## src/hdl/ffba_pkg.sv

```systemverilog
// ffba_pkg: shared types, codes and constants of the first-fit block allocator.
// Depends on nothing; used by ffba_table, ffba_seq and first_fit_block_allocator_top.
`default_nettype none

package ffba_pkg;

    localparam int unsigned MAX_BLOCKS_DEF = 64;
    localparam int unsigned HDR_BYTES      = 24;
    localparam int unsigned HEAP_MAX       = 1048576;
    localparam int unsigned OFS_W          = 20;
    localparam int unsigned LEN_W          = 21;
    localparam int unsigned NEED_W         = 22;
    localparam int unsigned ST_W           = 2;

    typedef enum logic [0:0] {
        OP_ALLOC = 1'b0,
        OP_FREE  = 1'b1
    } t_op;

    typedef enum logic [ST_W-1:0] {
        ST_OK         = 2'd0,
        ST_EXHAUSTED  = 2'd1,
        ST_TABLE_FULL = 2'd2,
        ST_UNKNOWN    = 2'd3
    } t_status;

    typedef struct packed {
        logic [OFS_W-1:0] start;
        logic [LEN_W-1:0] length;
        logic             in_use;
    } t_entry;

    typedef struct packed {
        logic [OFS_W-1:0] offset;
        t_status          status;
    } t_result;

endpackage

`default_nettype wire

```

## src/hdl/ffba_table.sv

```systemverilog
// ffba_table: block table memory, one write port and one registered read port.
// Depends on ffba_pkg for the entry type.
`default_nettype none

module ffba_table #(
    parameter int unsigned DEPTH = ffba_pkg::MAX_BLOCKS_DEF,
    parameter int unsigned AW    = $clog2(DEPTH)
) (
    input  wire logic            i_clk,
    input  wire logic            i_rd_en,
    input  wire logic [AW-1:0]   i_rd_addr,
    output ffba_pkg::t_entry     o_rd_data,
    input  wire logic            i_wr_en,
    input  wire logic [AW-1:0]   i_wr_addr,
    input  ffba_pkg::t_entry     i_wr_data
);

    ffba_pkg::t_entry r_mem [DEPTH];
    ffba_pkg::t_entry r_rd_data;

    always_ff @(posedge i_clk) begin
        if (i_wr_en) begin
            r_mem[i_wr_addr] <= i_wr_data;
        end
        if (i_rd_en) begin
            r_rd_data <= r_mem[i_rd_addr];
        end
    end

    assign o_rd_data = r_rd_data;

endmodule

`default_nettype wire

```

## src/hdl/ffba_seq.sv

```systemverilog
// ffba_seq: request sequencer with the shared entry compare unit, block count and break.
// Depends on ffba_pkg; drives the ports of ffba_table.
`default_nettype none

module ffba_seq #(
    parameter int unsigned MAX_BLOCKS = ffba_pkg::MAX_BLOCKS_DEF,
    parameter int unsigned AW         = $clog2(MAX_BLOCKS),
    parameter int unsigned CW         = $clog2(MAX_BLOCKS + 1)
) (
    input  wire logic                          i_clk,
    input  wire logic                          i_rst_n,
    input  wire logic                          i_req_valid,
    output logic                               o_req_ready,
    input  wire logic                          i_op,
    input  wire logic [ffba_pkg::LEN_W-1:0]    i_req_size,
    input  wire logic [ffba_pkg::OFS_W-1:0]    i_free_offset,
    input  wire logic [ffba_pkg::LEN_W-1:0]    i_heap_bytes,
    output logic                               o_res_valid,
    input  wire logic                          i_res_take,
    output ffba_pkg::t_result                  o_res,
    output logic                               o_rd_en,
    output logic [AW-1:0]                      o_rd_addr,
    input  ffba_pkg::t_entry                   i_rd_data,
    output logic                               o_wr_en,
    output logic [AW-1:0]                      o_wr_addr,
    output ffba_pkg::t_entry                   o_wr_data
);

    typedef enum logic [2:0] {
        S_IDLE = 3'b001,
        S_SCAN = 3'b010,
        S_DONE = 3'b100
    } t_state;

    localparam int unsigned NW = ffba_pkg::NEED_W;
    localparam logic [NW-1:0] ALIGN_ADD = NW'(7);
    localparam logic [NW-1:0] ALIGN_MSK = ~NW'(7);
    localparam logic [NW-1:0] HDR       = NW'(ffba_pkg::HDR_BYTES);
    localparam logic [ffba_pkg::LEN_W-1:0] HMAX = ffba_pkg::LEN_W'(ffba_pkg::HEAP_MAX);
    localparam logic [CW-1:0] FULL      = CW'(MAX_BLOCKS);

    t_state                       r_state, n_state;
    logic [CW-1:0]                r_count, n_count;
    logic [ffba_pkg::LEN_W-1:0]   r_break, n_break;
    ffba_pkg::t_op                r_op, n_op;
    logic [NW-1:0]                r_need, n_need;
    logic [NW-1:0]                r_pay, n_pay;
    logic [ffba_pkg::OFS_W-1:0]   r_off, n_off;
    logic [CW-1:0]                r_rd_idx, n_rd_idx;
    logic                         r_cmp_vld, n_cmp_vld;
    logic [AW-1:0]                r_cmp_idx, n_cmp_idx;
    ffba_pkg::t_result            r_res, n_res;

    logic                         issue;
    logic                         hit;
    logic [ffba_pkg::LEN_W-1:0]   limit;
    logic [NW:0]                  carve_end;

    always_comb begin
        limit     = (i_heap_bytes > HMAX) ? HMAX : i_heap_bytes;
        carve_end = {1'b0, r_pay} + {1'b0, r_need};
        issue     = r_rd_idx < r_count;
        if (r_op == ffba_pkg::OP_ALLOC) begin
            hit = r_cmp_vld && !i_rd_data.in_use
                  && ({1'b0, i_rd_data.length} >= r_need);
        end else begin
            hit = r_cmp_vld && (i_rd_data.start == r_off);
        end
    end

    always_comb begin
        n_state   = r_state;
        n_count   = r_count;
        n_break   = r_break;
        n_op      = r_op;
        n_need    = r_need;
        n_pay     = r_pay;
        n_off     = r_off;
        n_rd_idx  = r_rd_idx;
        n_cmp_vld = r_cmp_vld;
        n_cmp_idx = r_cmp_idx;
        n_res     = r_res;
        o_rd_en   = 1'b0;
        o_rd_addr = r_rd_idx[AW-1:0];
        o_wr_en   = 1'b0;
        o_wr_addr = r_cmp_idx;
        o_wr_data = i_rd_data;
        case (r_state)
            S_IDLE: begin
                if (i_req_valid) begin
                    n_op      = ffba_pkg::t_op'(i_op);
                    n_need    = ({1'b0, i_req_size} + ALIGN_ADD) & ALIGN_MSK;
                    n_pay     = {1'b0, r_break} + HDR;
                    n_off     = i_free_offset;
                    n_rd_idx  = '0;
                    n_cmp_vld = 1'b0;
                    n_state   = S_SCAN;
                end
            end
            S_SCAN: begin
                if (hit) begin
                    o_wr_en          = 1'b1;
                    o_wr_addr        = r_cmp_idx;
                    o_wr_data.in_use = (r_op == ffba_pkg::OP_ALLOC);
                    n_res.status     = ffba_pkg::ST_OK;
                    n_res.offset     = (r_op == ffba_pkg::OP_ALLOC) ? i_rd_data.start : '0;
                    n_cmp_vld        = 1'b0;
                    n_state          = S_DONE;
                end else if (issue) begin
                    o_rd_en   = 1'b1;
                    n_rd_idx  = r_rd_idx + CW'(1);
                    n_cmp_vld = 1'b1;
                    n_cmp_idx = r_rd_idx[AW-1:0];
                end else if (r_cmp_vld) begin
                    n_cmp_vld = 1'b0;
                end else begin
                    n_state      = S_DONE;
                    n_res.offset = '0;
                    if (r_op == ffba_pkg::OP_FREE) begin
                        n_res.status = ffba_pkg::ST_UNKNOWN;
                    end else if (r_count == FULL) begin
                        n_res.status = ffba_pkg::ST_TABLE_FULL;
                    end else if ((carve_end > {2'b00, limit}) || (r_pay[NW-1:ffba_pkg::OFS_W] != '0)) begin
                        n_res.status = ffba_pkg::ST_EXHAUSTED;
                    end else begin
                        o_wr_en          = 1'b1;
                        o_wr_addr        = r_count[AW-1:0];
                        o_wr_data.start  = r_pay[ffba_pkg::OFS_W-1:0];
                        o_wr_data.length = r_need[ffba_pkg::LEN_W-1:0];
                        o_wr_data.in_use = 1'b1;
                        n_count          = r_count + CW'(1);
                        n_break          = carve_end[ffba_pkg::LEN_W-1:0];
                        n_res.status     = ffba_pkg::ST_OK;
                        n_res.offset     = r_pay[ffba_pkg::OFS_W-1:0];
                    end
                end
            end
            S_DONE: begin
                if (i_res_take) begin
                    n_state = S_IDLE;
                end
            end
            default: begin
                n_state = S_IDLE;
            end
        endcase
    end

    always_ff @(posedge i_clk) begin
        if (!i_rst_n) begin
            r_state   <= S_IDLE;
            r_count   <= '0;
            r_break   <= ffba_pkg::LEN_W'(ffba_pkg::HDR_BYTES);
            r_cmp_vld <= 1'b0;
        end else begin
            r_state   <= n_state;
            r_count   <= n_count;
            r_break   <= n_break;
            r_cmp_vld <= n_cmp_vld;
        end
    end

    always_ff @(posedge i_clk) begin
        r_op      <= n_op;
        r_need    <= n_need;
        r_pay     <= n_pay;
        r_off     <= n_off;
        r_rd_idx  <= n_rd_idx;
        r_cmp_idx <= n_cmp_idx;
        r_res     <= n_res;
    end

    assign o_req_ready = (r_state == S_IDLE);
    assign o_res_valid = (r_state == S_DONE);
    assign o_res       = r_res;

endmodule

`default_nettype wire

```

## src/hdl/first_fit_block_allocator_top.sv

```systemverilog
// first_fit_block_allocator_top: heap size register, output register, sequencer and table.
// Depends on ffba_pkg, ffba_table and ffba_seq.
//
//  channel | direction | handshake               | payload
//  --------+-----------+-------------------------+---------------------------------------
//  in      | input     | i_in_valid / o_in_stall | i_op, i_req_size, i_free_offset
//  out     | output    | o_out_valid / i_out_stall | o_payload_offset, o_status
//  cfg     | input     | i_cfg_valid / o_cfg_ready | i_cfg_heap_bytes
//
// From transfer in to a loaded result, the single table read port walks the blocks in
// creation order, one entry a cycle, and stops at the first entry that matches.
// o_in_stall stays high while a request is in the sequencer or its result waits for a
// free output register.
// Synchronous active-low reset: count zero, break 24, heap size 1048576; the table
// itself is not cleared.
`default_nettype none

module first_fit_block_allocator_top #(
    parameter int unsigned MAX_BLOCKS = ffba_pkg::MAX_BLOCKS_DEF
) (
    input  wire logic                        i_clk,
    input  wire logic                        i_rst_n,
    input  wire logic                        i_in_valid,
    output logic                             o_in_stall,
    input  wire logic                        i_op,
    input  wire logic [ffba_pkg::LEN_W-1:0]  i_req_size,
    input  wire logic [ffba_pkg::OFS_W-1:0]  i_free_offset,
    output logic                             o_out_valid,
    input  wire logic                        i_out_stall,
    output logic [ffba_pkg::OFS_W-1:0]       o_payload_offset,
    output logic [ffba_pkg::ST_W-1:0]        o_status,
    input  wire logic                        i_cfg_valid,
    output logic                             o_cfg_ready,
    input  wire logic [ffba_pkg::LEN_W-1:0]  i_cfg_heap_bytes
);

    localparam int unsigned AW = $clog2(MAX_BLOCKS);

    logic [ffba_pkg::LEN_W-1:0] r_heap_bytes;
    logic                       r_out_valid;
    ffba_pkg::t_result          r_out;

    logic                       req_ready;
    logic                       res_valid;
    logic                       res_take;
    ffba_pkg::t_result          res;
    logic                       rd_en;
    logic [AW-1:0]              rd_addr;
    ffba_pkg::t_entry           rd_data;
    logic                       wr_en;
    logic [AW-1:0]              wr_addr;
    ffba_pkg::t_entry           wr_data;

    ffba_table #(
        .DEPTH (MAX_BLOCKS),
        .AW    (AW)
    ) u_table (
        .i_clk     (i_clk),
        .i_rd_en   (rd_en),
        .i_rd_addr (rd_addr),
        .o_rd_data (rd_data),
        .i_wr_en   (wr_en),
        .i_wr_addr (wr_addr),
        .i_wr_data (wr_data)
    );

    ffba_seq #(
        .MAX_BLOCKS (MAX_BLOCKS),
        .AW         (AW)
    ) u_seq (
        .i_clk         (i_clk),
        .i_rst_n       (i_rst_n),
        .i_req_valid   (i_in_valid),
        .o_req_ready   (req_ready),
        .i_op          (i_op),
        .i_req_size    (i_req_size),
        .i_free_offset (i_free_offset),
        .i_heap_bytes  (r_heap_bytes),
        .o_res_valid   (res_valid),
        .i_res_take    (res_take),
        .o_res         (res),
        .o_rd_en       (rd_en),
        .o_rd_addr     (rd_addr),
        .i_rd_data     (rd_data),
        .o_wr_en       (wr_en),
        .o_wr_addr     (wr_addr),
        .o_wr_data     (wr_data)
    );

    assign res_take = res_valid && (!r_out_valid || !i_out_stall);

    always_ff @(posedge i_clk) begin
        if (!i_rst_n) begin
            r_heap_bytes <= ffba_pkg::LEN_W'(ffba_pkg::HEAP_MAX);
            r_out_valid  <= 1'b0;
        end else begin
            if (i_cfg_valid) begin
                r_heap_bytes <= i_cfg_heap_bytes;
            end
            if (res_take) begin
                r_out_valid <= 1'b1;
            end else if (!i_out_stall) begin
                r_out_valid <= 1'b0;
            end
        end
    end

    always_ff @(posedge i_clk) begin
        if (res_take) begin
            r_out <= res;
        end
    end

    assign o_in_stall       = !req_ready;
    assign o_cfg_ready      = 1'b1;
    assign o_out_valid      = r_out_valid;
    assign o_payload_offset = r_out.offset;
    assign o_status         = r_out.status;

`ifndef SYNTHESIS
    a_busy_after_transfer: assert property (@(posedge i_clk) disable iff (!i_rst_n)
        (i_in_valid && !o_in_stall) |=> o_in_stall)
        else $error("request taken while previous one in progress");

    a_result_loaded: assert property (@(posedge i_clk) disable iff (!i_rst_n)
        res_take |=> (o_out_valid && (o_status == $past(res.status))))
        else $error("result not loaded into output register");

    a_fail_zero_offset: assert property (@(posedge i_clk) disable iff (!i_rst_n)
        (o_out_valid && (o_status != ffba_pkg::ST_OK)) |-> (o_payload_offset == '0))
        else $error("failed request carries nonzero offset");
`endif

endmodule

`default_nettype wire
```

## config.mk

```make
export PLATFORM = sky130hd
export DESIGN_NAME = first_fit_block_allocator_top
export DESIGN_NICKNAME = d
export VERILOG_FILES = /design/src/hdl/ffba_pkg.sv /design/src/hdl/ffba_table.sv /design/src/hdl/ffba_seq.sv /design/src/hdl/first_fit_block_allocator_top.sv
export SDC_FILE = /design/constraint.sdc
export NUM_CORES = 2
export LEC_CHECK = 0
export BUFFER_PORTS_ARGS = -buffer_cell sky130_fd_sc_hd__buf_2
export CAP_MARGIN = 20
export CORE_MARGIN = 2
export CORE_UTILIZATION = 35
export DETAILED_ROUTE_END_ITERATION = 10
export GPL_ROUTABILITY_DRIVEN = 0
export SYNTH_ARGS = -nofsm -noshare
export SYNTH_HDL_FRONTEND = slang
export SYNTH_SLANG_ARGS = --single-unit
```

## constraint.sdc

```tcl
create_clock -name i_clk -period 13.3 [get_ports i_clk]
set_input_delay 1.33 -clock i_clk [delete_from_list [all_inputs] [get_ports i_clk]]
set_output_delay 1.33 -clock i_clk [all_outputs]
set_load 0.02 [all_outputs]
```

==> impl_results.md <==
* Largest net degree at the start of global routing at 144
* Status: complete, no violations
* DRC viols at 0
* Share of cells above drive strength 1 at 31.1%
* Clock Pin Slew Worst Setup and Hold Paths at 0.06 ns
* Die X at 573 um
* Yosys warnings at 0
* Commonest non-fill, non-tap cells in the layout: edfxtp_1, mux4_2, clkbuf_16
* CP startpoint kind: flop
* Min-Delay Endpoint: o_payload_offset[2]
* Mean area per synthesized cell at 23.1 um^2
* Dpl hpwl at 170000 um
* Arr. time, crit path at 7.93 ns
* Worst setup EP type: flop
* Syn Std Cell Area at 113000 um^2
* # placed instances at 9252
* Sequential-to-total area share from yosys stat at 76.3%
* Number of synthesized flops with an enable pin at 2849
* Number of core rows at 209
* Initial Utilization at 35.1%
* Fillers at 28000
* Max clock buf depth at 4
* First-pass GRT wire length at 423000 um
* Final Max Tran Viols at 0
* P per Cell Area at 170 nW/um^2
* Worst-path fanout max at 33
* GRT Residual Overflow at 0
* Total chip power at 22.2 mW
* DR vias at 54600
* Post-layout minimum cycle time at 7.38 ns
* Number of global-route vias before repair at 55000
* Multi-input gate area at 26800 um^2
* Period utilization at 55.5%
* Non-Filler Instances at 9802
* Reg-to-reg critical path startpoint: u_seq.r_need[3]
* Max Cap Viol at 0
* 1st-iter DRT viols at 6993
* Drt total wl at 299000 um
* RSZ-0062 raised after global routing: false
* RR Endpoint: u_table.r_mem[23][32]
* Core area at 323000 um^2
* Storage element area at 86600 um^2
* Rel. slew slack at 25.5%
* Hold violation total from the final report at 0
* Worst-Skew Late Latency at 0.96 ns
* Worst Tran Pin Value at 1.12 ns
* Setup slack, reg-to-reg at 5.92 ns
* Routed Antenna Nets at 0
* #FFs+latches synth at 2903
* Cells after synthesis at 4913
* Global-route usage over all layers at 17.9%
* Min-Delay Path Class: flop to flop
* Root buf cell: clkbuf_16
* PortBufs at 91
* Via-per-instance ratio at 5.57
* Req. time, crit path at 13.86 ns
* Top-level I/O count at 93
* Synth Flop Type: edfxtp_1
* Die Y at 573 um
* R2R cell count at 19
* Upper clock frequency limit at 136 MHz
* Hold depth at 0
* Clock group share of total power at 37.4%
* Comb pwr share at 16.4%
* Cell Int Power at 16.7 mW
* Min-delay src: u_seq.o_res[4]
* Initial antenna violation count at 10
* Clock sink total at 2903
* P&R area growth vs syn at 15.2%
* Leakage power at 39.8 nW
* Clock Skew at 0.0786 ns
* Count of unique library cells instantiated by Yosys at 72
* Cts repair resizes at 0
* Synth Net Count at 5050
* Wirelength per Cell at 30.5 um
* # hold bufs at CTS at 0
* Final setup fails at 0
* Sw Ratio at 24.9%
* TritonCTS clock tree: done
* WS Path Type: flop to flop
* CTS H-tree lvls at 5
* TNS Setup at 0 ns
* Commonest non-fill, non-tap cell in the layout: edfxtp_1
* Total CTS buffers at 315
* Total die area at 329000 um^2
* Drt pass-1 iters at 9
* P_sw at 5.53 mW
* Flop pwr share at 46.1%
* # nets final at 5385
* Async set-reset flop share out of synthesis at 0%
* Peak supply drop at 111 uV
* Setup repair bufs after CTS at 0
-- cells in the mapped netlist (all sizes together), types with 3 or more instances --
master,instances,area share (%)
edfxtp,2849,75
mux4,882,18
clkbuf,144,0.48
buf,121,0.53
nand2,92,0.30
nand3,92,0.41
nor2,88,0.29
ha,68,0.75
dfxtp,54,0.95
xnor2,48,0.37
mux2i,44,0.39
o21ai,42,0.19
inv,40,0.13
o32ai,37,0.29
a21oi,33,0.15
xor2,27,0.21
nand4,26,0.14
and3,21,0.12
a22o,20,0.15
mux2,20,0.20
nor3,20,0.093
o41ai,14,0.11
nor4,13,0.072
a211oi,12,0.088
and2,11,0.061
o211ai,9,0.060
o22ai,7,0.039
nand2b,6,0.033
o21a,6,0.040
or3,6,0.033
a21o,5,0.033
nor2b,4,0.022
nor3b,4,0.026
o31ai,4,0.026
and4,3,0.023
or4,3,0.020
-- layer usage --
| layer | vias up | part of all wire, % | GRT usage [%] |
|---|---|---|---|
| met5 | - | 0.055 | 0.377 |
| met4 | 4 | 2.6 | 5.06 |
| met3 | 446 | 8.1 | 3.51 |
| met2 | 2497 | 47 | 28.3 |
| met1 | 29900 | 42 | 25.3 |
| li1 | 21800 | - | - |
-- kinds of logic after synthesis --
kind of cell             synth area share, %
flip-flops                              76.3
other                                0.00330
buffers and inverters                   1.14
multiplexers                            18.1
adder cells (fa/ha/maj)                0.767
AND/OR/NAND/NOR                         1.72
AO/OA/AOI/OAI                           1.36
XOR/XNOR                               0.579
-- registers in the layout, summed over array words and instances, names as in the netlist --
signal             count
o_payload_offset      20
u_seq.r_pay           22
u_seq.r_count          7
u_seq.r_break         21
u_seq.r_op             1
u_table.o_rd_data     42
u_seq.r_state          3
u_seq.r_rd_idx         7
o_out_valid            1
u_seq.r_need          19
u_table.r_mem       2688
u_seq.r_off           20
u_seq.o_res           22
u_seq.r_cmp_idx        6
r_heap_bytes          21
u_seq.r_cmp_vld        1
o_status               2
-- worst max-delay path, cell delays in order, from the launching register on --
cell and delay, ns:
edfxtp_1 0.61, ha_1 0.30, fa_1 0.27, a211oi_1 0.12, o21ai_0 0.31, o21ai_0 0.28, or3_1 0.43, a311oi_1 0.34
xnor2_1 0.14, ha_1 0.23, a221oi_1 0.30, o21ai_0 0.17, nor2_1 0.13, o211ai_1 0.12, a211oi_2 0.42, nand2_1 0.29
o21a_4 0.44, buf_4 0.46, o22ai_4 0.88, buf_4 0.68
-- how the worst max path moves through the flow --
| stage | endpoint | depth (start not counted) | slack [ns] | from |
|---|---|---|---|---|
| floorplan | u_table.r_mem[25][0] | 18 | 4.80 | u_seq.r_pay[3] |
| finish | u_table.r_mem[23][32] | 19 | 5.92 | u_seq.r_need[3] |
| global placement | u_table.r_mem[23][3] | 19 | 5.77 | u_seq.r_need[3] |
| global route | u_table.r_mem[23][34] | 19 | 5.46 | u_seq.r_need[3] |
| detailed placement | u_table.r_mem[23][3] | 19 | 5.90 | u_seq.r_need[3] |
| CTS | u_table.r_mem[23][34] | 19 | 5.89 | u_seq.r_need[3] |
-- power by group through the flow --
stage / combinational (mW) / clock, mW / sequential (mW)
3_3_place_gp: 3.68 / 0 / 10.4
5_1_grt: 3.85 / 8.81 / 10.3
3_5_place_dp: 3.69 / 0 / 10.4
2_1_floorplan: 2.48 / 0 / 10.4
4_1_cts: 3.70 / 8.45 / 10.2
6_report: 3.65 / 8.31 / 10.3
-- area by class of cell --
type                       instances  share of cell area (%)
inverter                          42                   0.121
multi-input combinational       1703                    20.5
sequential                      2903                    66.3
clock buffer                     389                    6.32
clock inverter                   151                    1.06
antenna                            6                  0.0115
tap                             4325                    4.14
timing repair buffer             283                    1.57
-- per-stage QoR --
| stage | cell area (um^2) | utilization (%) | worst slack [ns] | hold slack [ns] |
|---|---|---|---|---|
| floorplan | 113000 | - | 4.80 | 0.400 |
| global placement | 121000 | 37.4 | 5.77 | 0.403 |
| detailed placement | 121000 | 37.4 | 5.90 | 0.405 |
| CTS | 131000 | 40.4 | 5.89 | 0.418 |
| global route | 131000 | 40.4 | 5.46 | 0.421 |
| finish | 131000 | 40.4 | 5.92 | 0.418 |
Power figures use the tool's default switching activity.
